===== config.mk =====
export PLATFORM = sky130hd
export DESIGN_NAME = unicode_codepoint_encoder_flat
export DESIGN_NICKNAME = d
export VERILOG_FILES = /design/src/sv/uce_pkg.sv /design/src/sv/uce_if.sv /design/src/sv/unicode_codepoint_encoder.sv /design/src/flat_wrapper.sv
export SDC_FILE = /design/constraint.sdc
export NUM_CORES = 1
export LEC_CHECK = 0
export ABC_CLOCK_PERIOD_IN_PS = 6800
export BUFFER_PORTS_ARGS = -buffer_cell sky130_fd_sc_hd__buf_4
export CAP_MARGIN = 10
export CORE_MARGIN = 3
export CORE_UTILIZATION = 30
export CTS_CLUSTER_DIAMETER = 120
export CTS_CLUSTER_SIZE = 8
export DETAILED_ROUTE_END_ITERATION = 8
export PLACE_DENSITY = 0.54
export SLEW_MARGIN = 20
export SYNTH_ARGS = -nofsm -noshare
export SYNTH_HDL_FRONTEND = slang
export SYNTH_SLANG_ARGS = --single-unit

===== constraint.sdc =====
create_clock -name clk -period 6.8 [get_ports clk]
set_input_delay 0.68 -clock clk [delete_from_list [all_inputs] [get_ports clk]]
set_output_delay 0.68 -clock clk [all_outputs]
set_load 0.005 [all_outputs]

===== src/sv/uce_pkg.sv =====
// shared types and constants of the unicode code point encoder
package uce_pkg;

    // field widths
    localparam int CP_W   = 32;
    localparam int UNIT_W = 32;
    localparam int CAP_W  = 16;
    localparam int CFG_W  = 16;

    // output formats
    typedef enum logic [1:0] {
        FMT_UTF8    = 2'd0,
        FMT_UTF16LE = 2'd1,
        FMT_UTF16BE = 2'd2,
        FMT_UTF32   = 2'd3
    } fmt_t;

    // item kinds
    typedef enum logic {
        KIND_ENCODE = 1'b0,
        KIND_CLEAR  = 1'b1
    } kind_t;

    // configuration register indexes
    localparam logic REG_FORMAT   = 1'b0;
    localparam logic REG_CAPACITY = 1'b1;

    // reset values
    localparam fmt_t             FORMAT_RST   = FMT_UTF8;
    localparam logic [CAP_W-1:0] CAPACITY_RST = 16'hFFFF;

    // code point limits
    localparam logic [CP_W-1:0] CP_MAX       = 32'h0010_FFFF;
    localparam logic [CP_W-1:0] CP_ASCII_MAX = 32'h0000_007F;
    localparam logic [CP_W-1:0] CP_2B_MAX    = 32'h0000_07FF;
    localparam logic [CP_W-1:0] CP_BMP_MAX   = 32'h0000_FFFF;
    localparam logic [CP_W-1:0] CP_SURR_LO   = 32'h0000_D7FF;
    localparam logic [CP_W-1:0] CP_SURR_HI   = 32'h0000_E000;
    localparam logic [CP_W-1:0] CP_SUPP_BASE = 32'h0001_0000;

    // utf-16 surrogate bases
    localparam logic [15:0] HI_SURR_BASE = 16'hD800;
    localparam logic [15:0] LO_SURR_BASE = 16'hDC00;

    // utf-8 lead and continuation marks
    localparam logic [7:0] LEAD4 = 8'hF0;
    localparam logic [7:0] LEAD3 = 8'hE0;
    localparam logic [7:0] LEAD2 = 8'hC0;
    localparam logic [7:0] CONT  = 8'h80;
    localparam logic [7:0] CONT_MASK = 8'h3F;

endpackage


===== src/sv/uce_if.sv =====
// item and result channel interfaces of the unicode code point encoder
interface uce_item_if
    import uce_pkg::*;
();
    logic            valid;
    logic            ready;
    logic            kind;
    logic [CP_W-1:0] codepoint;

    modport source (output valid, output kind, output codepoint, input ready);
    modport sink   (input valid, input kind, input codepoint, output ready);
endinterface

interface uce_result_if
    import uce_pkg::*;
();
    logic              valid;
    logic              ready;
    logic [UNIT_W-1:0] code_unit;
    logic              unit_valid;
    logic              accepted;
    logic              last;

    modport source (output valid, output code_unit, output unit_valid,
                    output accepted, output last, input ready);
    modport sink   (input valid, input code_unit, input unit_valid,
                    input accepted, input last, output ready);
endinterface


===== src/sv/unicode_codepoint_encoder.sv =====
// unicode code point encoder: utf-8, utf-16 le/be and utf-32 with buffer count
//
//  channel  | dir | payload                                  | beats per item
//  ---------+-----+------------------------------------------+---------------
//  item     | in  | kind, codepoint                          | 1
//  result   | out | code_unit, unit_valid, accepted, last    | 1 to 4
//  cfg      | in  | cfg_we, cfg_index, cfg_data (no ready)   | -
//
// an item goes from the input register through the encoder into the unit
// buffer; the buffer then sends one result beat per cycle while result
// ready is high, one beat per unit, or a single beat for clear or reject;
// the first result leaves the unit buffer, which follows the input register
// the input register takes a new item while the buffer still sends units
// reset clears the count and the valid flags and sets the configuration registers to their reset values
module unicode_codepoint_encoder
    import uce_pkg::*;
(
    input  logic               clk,
    input  logic               rst_n,
    uce_item_if.sink           item,
    uce_result_if.source       result,
    input  logic               cfg_we,
    input  logic               cfg_index,
    input  logic [CFG_W-1:0]   cfg_data
);

    // configuration and count registers
    fmt_t             fmt_reg;
    logic [CAP_W-1:0] cap_reg;
    logic [CAP_W-1:0] used_reg;
    logic [CAP_W-1:0] used_next;

    // input register
    logic            s1_valid_reg;
    logic            s1_kind_reg;
    logic [CP_W-1:0] s1_cp_reg;

    // unit buffer
    logic              buf_valid_reg;
    logic [UNIT_W-1:0] units_reg [4];
    logic [1:0]        idx_reg;
    logic [1:0]        last_idx_reg;
    logic              uv_reg;
    logic              acc_reg;

    // encoder outputs
    logic [UNIT_W-1:0] enc_units [4];
    logic [2:0]        enc_n;
    logic              enc_ok;

    // handshake
    logic buf_done;
    logic buf_free;
    logic move;
    logic in_fire;
    logic out_fire;

    assign out_fire = buf_valid_reg & result.ready;
    assign buf_done = out_fire & (idx_reg == last_idx_reg);
    assign buf_free = ~buf_valid_reg | buf_done;
    assign move     = s1_valid_reg & buf_free;
    assign item.ready = ~s1_valid_reg | buf_free;
    assign in_fire  = item.valid & item.ready;

    // result beat from the buffer
    assign result.valid      = buf_valid_reg;
    assign result.code_unit  = units_reg[idx_reg];
    assign result.unit_valid = uv_reg;
    assign result.accepted   = acc_reg;
    assign result.last       = (idx_reg == last_idx_reg);

    // encode the held code point
    always_comb
    begin
        logic [CP_W-1:0] cp;
        logic [19:0]     v;
        logic [15:0]     u0;
        logic [15:0]     u1;
        logic [CAP_W:0]  sum;
        cp = s1_cp_reg;
        v  = 20'(cp - CP_SUPP_BASE);
        u0 = '0;
        u1 = '0;
        enc_units[0] = '0;
        enc_units[1] = '0;
        enc_units[2] = '0;
        enc_units[3] = '0;
        enc_n = 3'd0;
        unique case (fmt_reg)
            FMT_UTF8:
            begin
                priority if (cp <= CP_ASCII_MAX)
                begin
                    enc_units[0] = cp;
                    enc_n = 3'd1;
                end
                else if (cp <= CP_2B_MAX)
                begin
                    enc_units[0] = {24'd0, LEAD2 | {3'd0, cp[10:6]}};
                    enc_units[1] = {24'd0, CONT | ({2'd0, cp[5:0]} & CONT_MASK)};
                    enc_n = 3'd2;
                end
                else if (cp <= CP_BMP_MAX)
                begin
                    enc_units[0] = {24'd0, LEAD3 | {4'd0, cp[15:12]}};
                    enc_units[1] = {24'd0, CONT | {2'd0, cp[11:6]}};
                    enc_units[2] = {24'd0, CONT | {2'd0, cp[5:0]}};
                    enc_n = 3'd3;
                end
                else if (cp <= CP_MAX)
                begin
                    enc_units[0] = {24'd0, LEAD4 | {5'd0, cp[20:18]}};
                    enc_units[1] = {24'd0, CONT | {2'd0, cp[17:12]}};
                    enc_units[2] = {24'd0, CONT | {2'd0, cp[11:6]}};
                    enc_units[3] = {24'd0, CONT | {2'd0, cp[5:0]}};
                    enc_n = 3'd4;
                end
                else
                begin
                    enc_n = 3'd0;
                end
            end
            FMT_UTF16LE, FMT_UTF16BE:
            begin
                priority if (cp <= CP_SURR_LO || (cp >= CP_SURR_HI && cp <= CP_BMP_MAX))
                begin
                    u0 = cp[15:0];
                    enc_n = 3'd1;
                end
                else if (cp >= CP_SUPP_BASE && cp <= CP_MAX)
                begin
                    u0 = HI_SURR_BASE + {6'd0, v[19:10]};
                    u1 = LO_SURR_BASE + {6'd0, v[9:0]};
                    enc_n = 3'd2;
                end
                else
                begin
                    enc_n = 3'd0;
                end
                // big endian swaps the bytes of each unit
                if (fmt_reg == FMT_UTF16BE)
                begin
                    u0 = {u0[7:0], u0[15:8]};
                    u1 = {u1[7:0], u1[15:8]};
                end
                enc_units[0] = {16'd0, u0};
                enc_units[1] = {16'd0, u1};
            end
            FMT_UTF32:
            begin
                enc_units[0] = cp;
                enc_n = 3'd1;
            end
            default:
            begin
                enc_n = 3'd0;
            end
        endcase
        // capacity check on the widened sum
        sum = {1'b0, used_reg} + {14'd0, enc_n};
        enc_ok = (enc_n != 3'd0) && (sum <= {1'b0, cap_reg});
    end

    // next count
    always_comb
    begin
        used_next = used_reg;
        if (move)
        begin
            if (s1_kind_reg == KIND_CLEAR)
                used_next = '0;
            else if (enc_ok)
                used_next = used_reg + {13'd0, enc_n};
        end
    end

    // control registers
    always_ff @(posedge clk or negedge rst_n)
    begin
        if (!rst_n)
        begin
            fmt_reg       <= FORMAT_RST;
            cap_reg       <= CAPACITY_RST;
            used_reg      <= '0;
            s1_valid_reg  <= 1'b0;
            buf_valid_reg <= 1'b0;
            idx_reg       <= '0;
        end
        else
        begin
            // configuration writes
            if (cfg_we)
            begin
                unique case (cfg_index)
                    REG_FORMAT:   fmt_reg <= fmt_t'(cfg_data[1:0]);
                    REG_CAPACITY: cap_reg <= cfg_data[CAP_W-1:0];
                    default:      cap_reg <= cap_reg;
                endcase
            end
            used_reg <= used_next;
            // input register valid
            if (in_fire)
                s1_valid_reg <= 1'b1;
            else if (move)
                s1_valid_reg <= 1'b0;
            // buffer valid and unit index
            if (move)
            begin
                buf_valid_reg <= 1'b1;
                idx_reg       <= '0;
            end
            else if (buf_done)
            begin
                buf_valid_reg <= 1'b0;
            end
            else if (out_fire)
            begin
                idx_reg <= idx_reg + 2'd1;
            end
        end
    end

    // input payload
    always_ff @(posedge clk)
    begin
        if (in_fire)
        begin
            s1_kind_reg <= item.kind;
            s1_cp_reg   <= item.codepoint;
        end
    end

    // buffer payload
    always_ff @(posedge clk)
    begin
        if (move)
        begin
            if (s1_kind_reg == KIND_ENCODE && enc_ok)
            begin
                units_reg[0] <= enc_units[0];
                units_reg[1] <= enc_units[1];
                units_reg[2] <= enc_units[2];
                units_reg[3] <= enc_units[3];
                last_idx_reg <= 2'(enc_n - 3'd1);
                uv_reg       <= 1'b1;
                acc_reg      <= 1'b1;
            end
            else
            begin
                // clear or reject: a single beat with no unit
                units_reg[0] <= '0;
                units_reg[1] <= '0;
                units_reg[2] <= '0;
                units_reg[3] <= '0;
                last_idx_reg <= '0;
                uv_reg       <= 1'b0;
                acc_reg      <= (s1_kind_reg == KIND_CLEAR);
            end
        end
    end

endmodule


===== src/flat_wrapper.sv =====
// flat-port wrapper written by rule: the top's interface ports become plain ports
module unicode_codepoint_encoder_flat import uce_pkg::*;
  (clk, rst_n, cfg_we, cfg_index, cfg_data, item_valid, item_kind, item_codepoint, item_ready, result_valid, result_code_unit, result_unit_valid, result_accepted, result_last, result_ready);
  uce_item_if item_i ();
  uce_result_if result_i ();
  input  logic clk;
  input  logic rst_n;
  input  logic cfg_we;
  input  logic cfg_index;
  input  logic [CFG_W-1:0] cfg_data;
  input wire logic [$bits(item_i.valid)-1:0] item_valid;
  input wire logic [$bits(item_i.kind)-1:0] item_kind;
  input wire logic [$bits(item_i.codepoint)-1:0] item_codepoint;
  output wire logic [$bits(item_i.ready)-1:0] item_ready;
  output wire logic [$bits(result_i.valid)-1:0] result_valid;
  output wire logic [$bits(result_i.code_unit)-1:0] result_code_unit;
  output wire logic [$bits(result_i.unit_valid)-1:0] result_unit_valid;
  output wire logic [$bits(result_i.accepted)-1:0] result_accepted;
  output wire logic [$bits(result_i.last)-1:0] result_last;
  input wire logic [$bits(result_i.ready)-1:0] result_ready;
  assign item_i.valid = item_valid;
  assign item_i.kind = item_kind;
  assign item_i.codepoint = item_codepoint;
  assign item_ready = item_i.ready;
  assign result_valid = result_i.valid;
  assign result_code_unit = result_i.code_unit;
  assign result_unit_valid = result_i.unit_valid;
  assign result_accepted = result_i.accepted;
  assign result_last = result_i.last;
  assign result_i.ready = result_ready;
  unicode_codepoint_encoder u_core (.clk(clk), .rst_n(rst_n), .item(item_i), .result(result_i), .cfg_we(cfg_we), .cfg_index(cfg_index), .cfg_data(cfg_data));
endmodule

==> flow_results.xml <==
<?xml version="1.0" encoding="UTF-8"?>
<metrics>
  <group name="floorplan">
    <metric name="floorplan.initialDensity" unit="">0.3072</metric>
    <metric name="core.rowCount" unit="">57</metric>
    <metric name="fp.dieH" unit="um">164.3</metric>
    <metric name="die_width" unit="um">164.3</metric>
    <metric name="area_enclosed_by_the_die_boundary" unit="mm^2">0.02699</metric>
    <metric name="floorplan.io_pins" unit="">92</metric>
    <metric name="core_region_area" unit="mm^2">0.02446</metric>
  </group>
  <group name="critical_path">
    <metric name="max_stage_delay" unit="ns">0.46</metric>
    <metric name="rrSetupSlack" unit="ns">0.49</metric>
    <metric name="critical_path.most_common_cell" unit="">ha_1</metric>
    <metric name="critPathSlowestCell" unit="">edfxtp_1</metric>
    <metric name="critPathCaptureType" unit="">register</metric>
    <metric name="cp_data_required_time" unit="ns">7.14</metric>
    <metric name="worst-path-buf-inv" unit="">3</metric>
    <metric name="worst_r2r_path_depth" unit="">23</metric>
    <metric name="crit-reg2reg-capture" unit="">u_core.units_reg[1][3]$_SDFFE_PP0P_</metric>
    <metric name="crit_reg_reg_startpoint" unit="">u_core.s1_cp_reg[16]$_DFFE_PP_</metric>
    <metric name="critical_path.startpoint_type" unit="">register</metric>
    <metric name="timing.critical_path.max_delay_family" unit="">compound AO/OA/AOI/OAI gates</metric>
    <metric name="crit_path_max_fanout" unit="">8</metric>
    <metric name="critical_path_class" unit="">reg2reg</metric>
    <metric name="timing.critical_path.cells" unit="">inv_1 &gt; ha_1 &gt; nor4b_1 &gt; and4_1 &gt; a21oi_1 &gt; o21a_1 &gt; a21oi_1 &gt; ha_1 &gt; inv_1 &gt; fa_1 &gt; nor2b_1 &gt; o21ai_1 &gt; nor2_1 &gt; and3_1 &gt; xnor2_1 &gt; ha_1 &gt; a2111oi_0 &gt; a41oi_1 &gt; a2111oi_0 &gt; buf_4 &gt; and2_1 &gt; nand3_1 &gt; o21ai_0</metric>
    <metric name="worst_ep_arrival_time" unit="ns">6.65</metric>
  </group>
  <group name="timing">
    <metric name="tmin_final" unit="ns">6.315</metric>
    <metric name="max-slew-margin-rel" unit="">0.3403</metric>
    <metric name="finalHoldViolCount" unit="">0</metric>
    <metric name="finalClockSkew" unit="ns">0.01169</metric>
    <metric name="finalSetupViolCount" unit="">0</metric>
    <metric name="setup_tns" unit="ns">0</metric>
    <metric name="min_period_over_period" unit="">0.9286</metric>
    <metric name="worst_pin_slew" unit="ns">0.9895</metric>
    <metric name="achievable-frequency" unit="MHz">158.4</metric>
    <metric name="slew_violations" unit="">0</metric>
  </group>
  <group name="routing">
    <metric name="drt-pass1-iter-count" unit="">8</metric>
    <metric name="via_per_inst" unit="">5.266</metric>
    <metric name="drt_drc_violations_left" unit="">0</metric>
    <metric name="wire_per_inst" unit="um">18.30</metric>
    <metric name="routed-via-count" unit="">6404</metric>
    <metric name="detailedRoute.firstIterationViolations" unit="">556</metric>
    <metric name="route.final.wire_length" unit="um">22250</metric>
    <metric name="route.antenna.remaining_nets" unit="">0</metric>
  </group>
  <group name="clock_network">
    <metric name="clock_insertion_delay_at_the_later_pin_of_the_skew_report" unit="ns">0.43</metric>
    <metric name="clock_path_buffers" unit="">2</metric>
    <metric name="cts_root_buf" unit="">clkbuf_16</metric>
    <metric name="clock-sinks" unit="">137</metric>
    <metric name="tritoncts_clock_tree" unit="">yes</metric>
    <metric name="clk_pin_slew_worst_paths" unit="ns">0.06</metric>
    <metric name="cts_made_buffers" unit="">17</metric>
    <metric name="cts_max_level" unit="">4</metric>
    <metric name="postCtsHoldBufs" unit="">0</metric>
  </group>
  <group name="synth">
    <metric name="ys_seq_elements" unit="">137</metric>
    <metric name="synth_cells" unit="">784</metric>
    <metric name="multiplexer_share_of_the_synthesized_area" unit="">0.06359</metric>
    <metric name="synth-xor-area-share" unit="">0.02098</metric>
    <metric name="syn_nets" unit="">866</metric>
    <metric name="synth_async_sr_flop_share" unit="">0.2774</metric>
    <metric name="seq_area_frac_synth" unit="">0.4515</metric>
    <metric name="synthDistinctLibCells" unit="">67</metric>
    <metric name="post_synth_and_or_nand_nor_area_fraction" unit="">0.1628</metric>
    <metric name="main_combinational_cell_family_by_area_after_synthesis" unit="">compound AO/OA/AOI/OAI gates</metric>
    <metric name="mean_instance_size_in_the_synthesized_netlist" unit="um^2">9.587</metric>
    <metric name="syn_area" unit="mm^2">0.007516</metric>
    <metric name="main_synth_ff_type" unit="">dfxtp_1</metric>
    <metric name="yosysWarnings" unit="">0</metric>
    <metric name="yosys.area_share.adder" unit="">0.04595</metric>
    <metric name="synth_compound_gate_area_share" unit="">0.1984</metric>
    <metric name="count_of_flip_flops_with_a_built_in_enable_after_synthesis" unit="">44</metric>
  </group>
  <group name="power_and_ir_drop">
    <metric name="leakagePower" unit="uW">0.003795</metric>
    <metric name="power_density" unit="mW/mm^2">312.4</metric>
    <metric name="total_power" unit="uW">2902</metric>
    <metric name="vdd.ir_drop.worst" unit="mV">0.1497</metric>
  </group>
  <group name="run_status">
    <metric name="status" unit="">complete, no violations</metric>
  </group>
  <group name="finish">
    <metric name="n_fill_cell" unit="">2487</metric>
    <metric name="num_antenna_cells" unit="">0</metric>
    <metric name="areaGrowthSynthToFinish" unit="%">23.61</metric>
    <metric name="layout-drive-gt1-share" unit="">0.2489</metric>
    <metric name="design_area" unit="mm^2">0.009290</metric>
    <metric name="nNetsFinal" unit="">961</metric>
    <metric name="max_ffs_per_register" unit="">62</metric>
    <metric name="finalCoreUtilization" unit="">0.3798</metric>
  </group>
  <group name="global_routing">
    <metric name="number_of_global_route_vias_before_repair" unit="">6107</metric>
    <metric name="grt_start_max_net_pins" unit="">72</metric>
    <metric name="grt-ovfl-total" unit="">0</metric>
    <metric name="groute.usage.overall" unit="">0.1674</metric>
    <metric name="antenna_found_initial" unit="">0</metric>
    <metric name="global_route_wire_length_before_repair" unit="um">34800</metric>
  </group>
  <group name="place">
    <metric name="finalWeightedCongestion" unit="">0.9238</metric>
    <metric name="post-dp-hpwl" unit="um">15870</metric>
    <metric name="dpl-instance-area" unit="mm^2">0.008621</metric>
    <metric name="place.port_buffers" unit="">91</metric>
  </group>
  <group name="min_path">
    <metric name="hp-class" unit="">in2async</metric>
  </group>
  <group name="flow_run">
    <metric name="cap_viol_max_count" unit="">0</metric>
  </group>
</metrics>
metal layers:
layer  share of wire  wire length [um]  GRT usage  vias to the layer above
met5               0                 0          0                        -
met4           0.019               417    0.05037                        0
met3           0.069              1534    0.04338                       30
met2            0.43              9552     0.2386                      252
met1            0.48             10750     0.2472                     3068
li1                -                 -          -                     3054
Yosys cell counts, drive strengths merged, types with 14 or more instances:
| library cell | number | area share |
|---|---|---|
| nand2 | 70 | 0.035 |
| xnor2 | 17 | 0.020 |
| dfxtp | 55 | 0.15 |
| mux2i | 14 | 0.019 |
| dfstp | 16 | 0.056 |
| a21oi | 32 | 0.022 |
| ha | 26 | 0.043 |
| nor2 | 56 | 0.028 |
| nand4 | 15 | 0.012 |
| and2 | 28 | 0.023 |
| clkbuf | 46 | 0.023 |
| o21ai | 53 | 0.036 |
| mux2 | 16 | 0.024 |
| edfxtp | 44 | 0.18 |
| a22o | 29 | 0.034 |
| inv | 51 | 0.025 |
| dfrtp | 22 | 0.073 |
| nand3 | 26 | 0.019 |
through the flow:
stage	hold WS, ns	instances	setup WS [ns]
after floorplan	0.3844	784	1.082
after global placement	0.4320	1175	0.5059
after detailed placement	0.4423	1175	0.3095
after CTS	0.2303	1207	0.2009
after global routing	0.2576	1216	-0.03553
final	0.2261	1216	0.4853
cell families (layout without fill, tap and decap cells):
group                    after synthesis  in the layout
AND/OR/NAND/NOR                      246            246
adder cells (fa/ha/maj)               27             27
flip-flops                           137            137
AO/OA/AOI/OAI                        211            211
multiplexers                          37             37
XOR/XNOR                              18             18
buffers and inverters                108            216
where the power goes:
| part | internal (uW) | switching, uW |
|---|---|---|
| sequential | 1010 | 148 |
| combinational | 334 | 510 |
| clock | 533 | 366 |
| total | 1880 | 1020 |
cell usage in the layout (no fill, tap or decap), drive strengths merged, types with 7 or more instances in the layout:
| master | count |
|---|---|
| buf | 133 |
| nand2 | 70 |
| nor2 | 56 |
| dfxtp | 55 |
| inv | 53 |
| o21ai | 53 |
| edfxtp | 44 |
| a21oi | 32 |
| a22o | 29 |
| and2 | 28 |
| ha | 26 |
| nand3 | 26 |
| dfrtp | 22 |
| clkbuf | 21 |
| xnor2 | 17 |
| mux2 | 16 |
| dfstp | 16 |
| nand4 | 15 |
| mux2i | 14 |
| a22oi | 11 |
| nor3 | 11 |
| a221oi | 10 |
| a32o | 9 |
| a21o | 8 |
| a31oi | 8 |
| nor4 | 7 |
| and3 | 7 |
| mux4 | 7 |
| clkinv | 7 |
layout make-up:
type	count	area (um^2)	area share
multi-input combinational	539	3734	0.4019
sequential	137	3393	0.3653
timing repair buffer	133	998.5	0.1075
clock buffer	21	471.7	0.05077
tap	324	405.4	0.04364
inverter	51	191.4	0.02061
clock inverter	11	96.34	0.01037
timing repair:
item / CTS / global route
setup endpoints to repair: 0 / 75
gates resized for setup: 0 / 7
buffers inserted: 0 / 9
how the worst max path moves through the flow:
stage	from	to	slack, ns	cells after the start
6_report	u_core.s1_cp_reg[16]$_DFFE_PP_	u_core.units_reg[1][3]$_SDFFE_PP0P_	0.49	23
4_1_cts	u_core.s1_cp_reg[16]$_DFFE_PP_	u_core.units_reg[1][3]$_SDFFE_PP0P_	0.20	24
5_1_grt	u_core.s1_cp_reg[16]$_DFFE_PP_	u_core.units_reg[1][3]$_SDFFE_PP0P_	-0.04	25
3_5_place_dp	u_core.s1_cp_reg[16]$_DFFE_PP_	u_core.units_reg[1][4]$_SDFFE_PP0P_	0.31	24
2_1_floorplan	u_core.s1_cp_reg[16]$_DFFE_PP_	u_core.units_reg[0][2]$_SDFFE_PP0P_	1.08	26
3_3_place_gp	u_core.s1_cp_reg[16]$_DFFE_PP_	u_core.units_reg[0][12]$_SDFFE_PP0P_	0.51	24
Power figures use the tool's default switching activity.
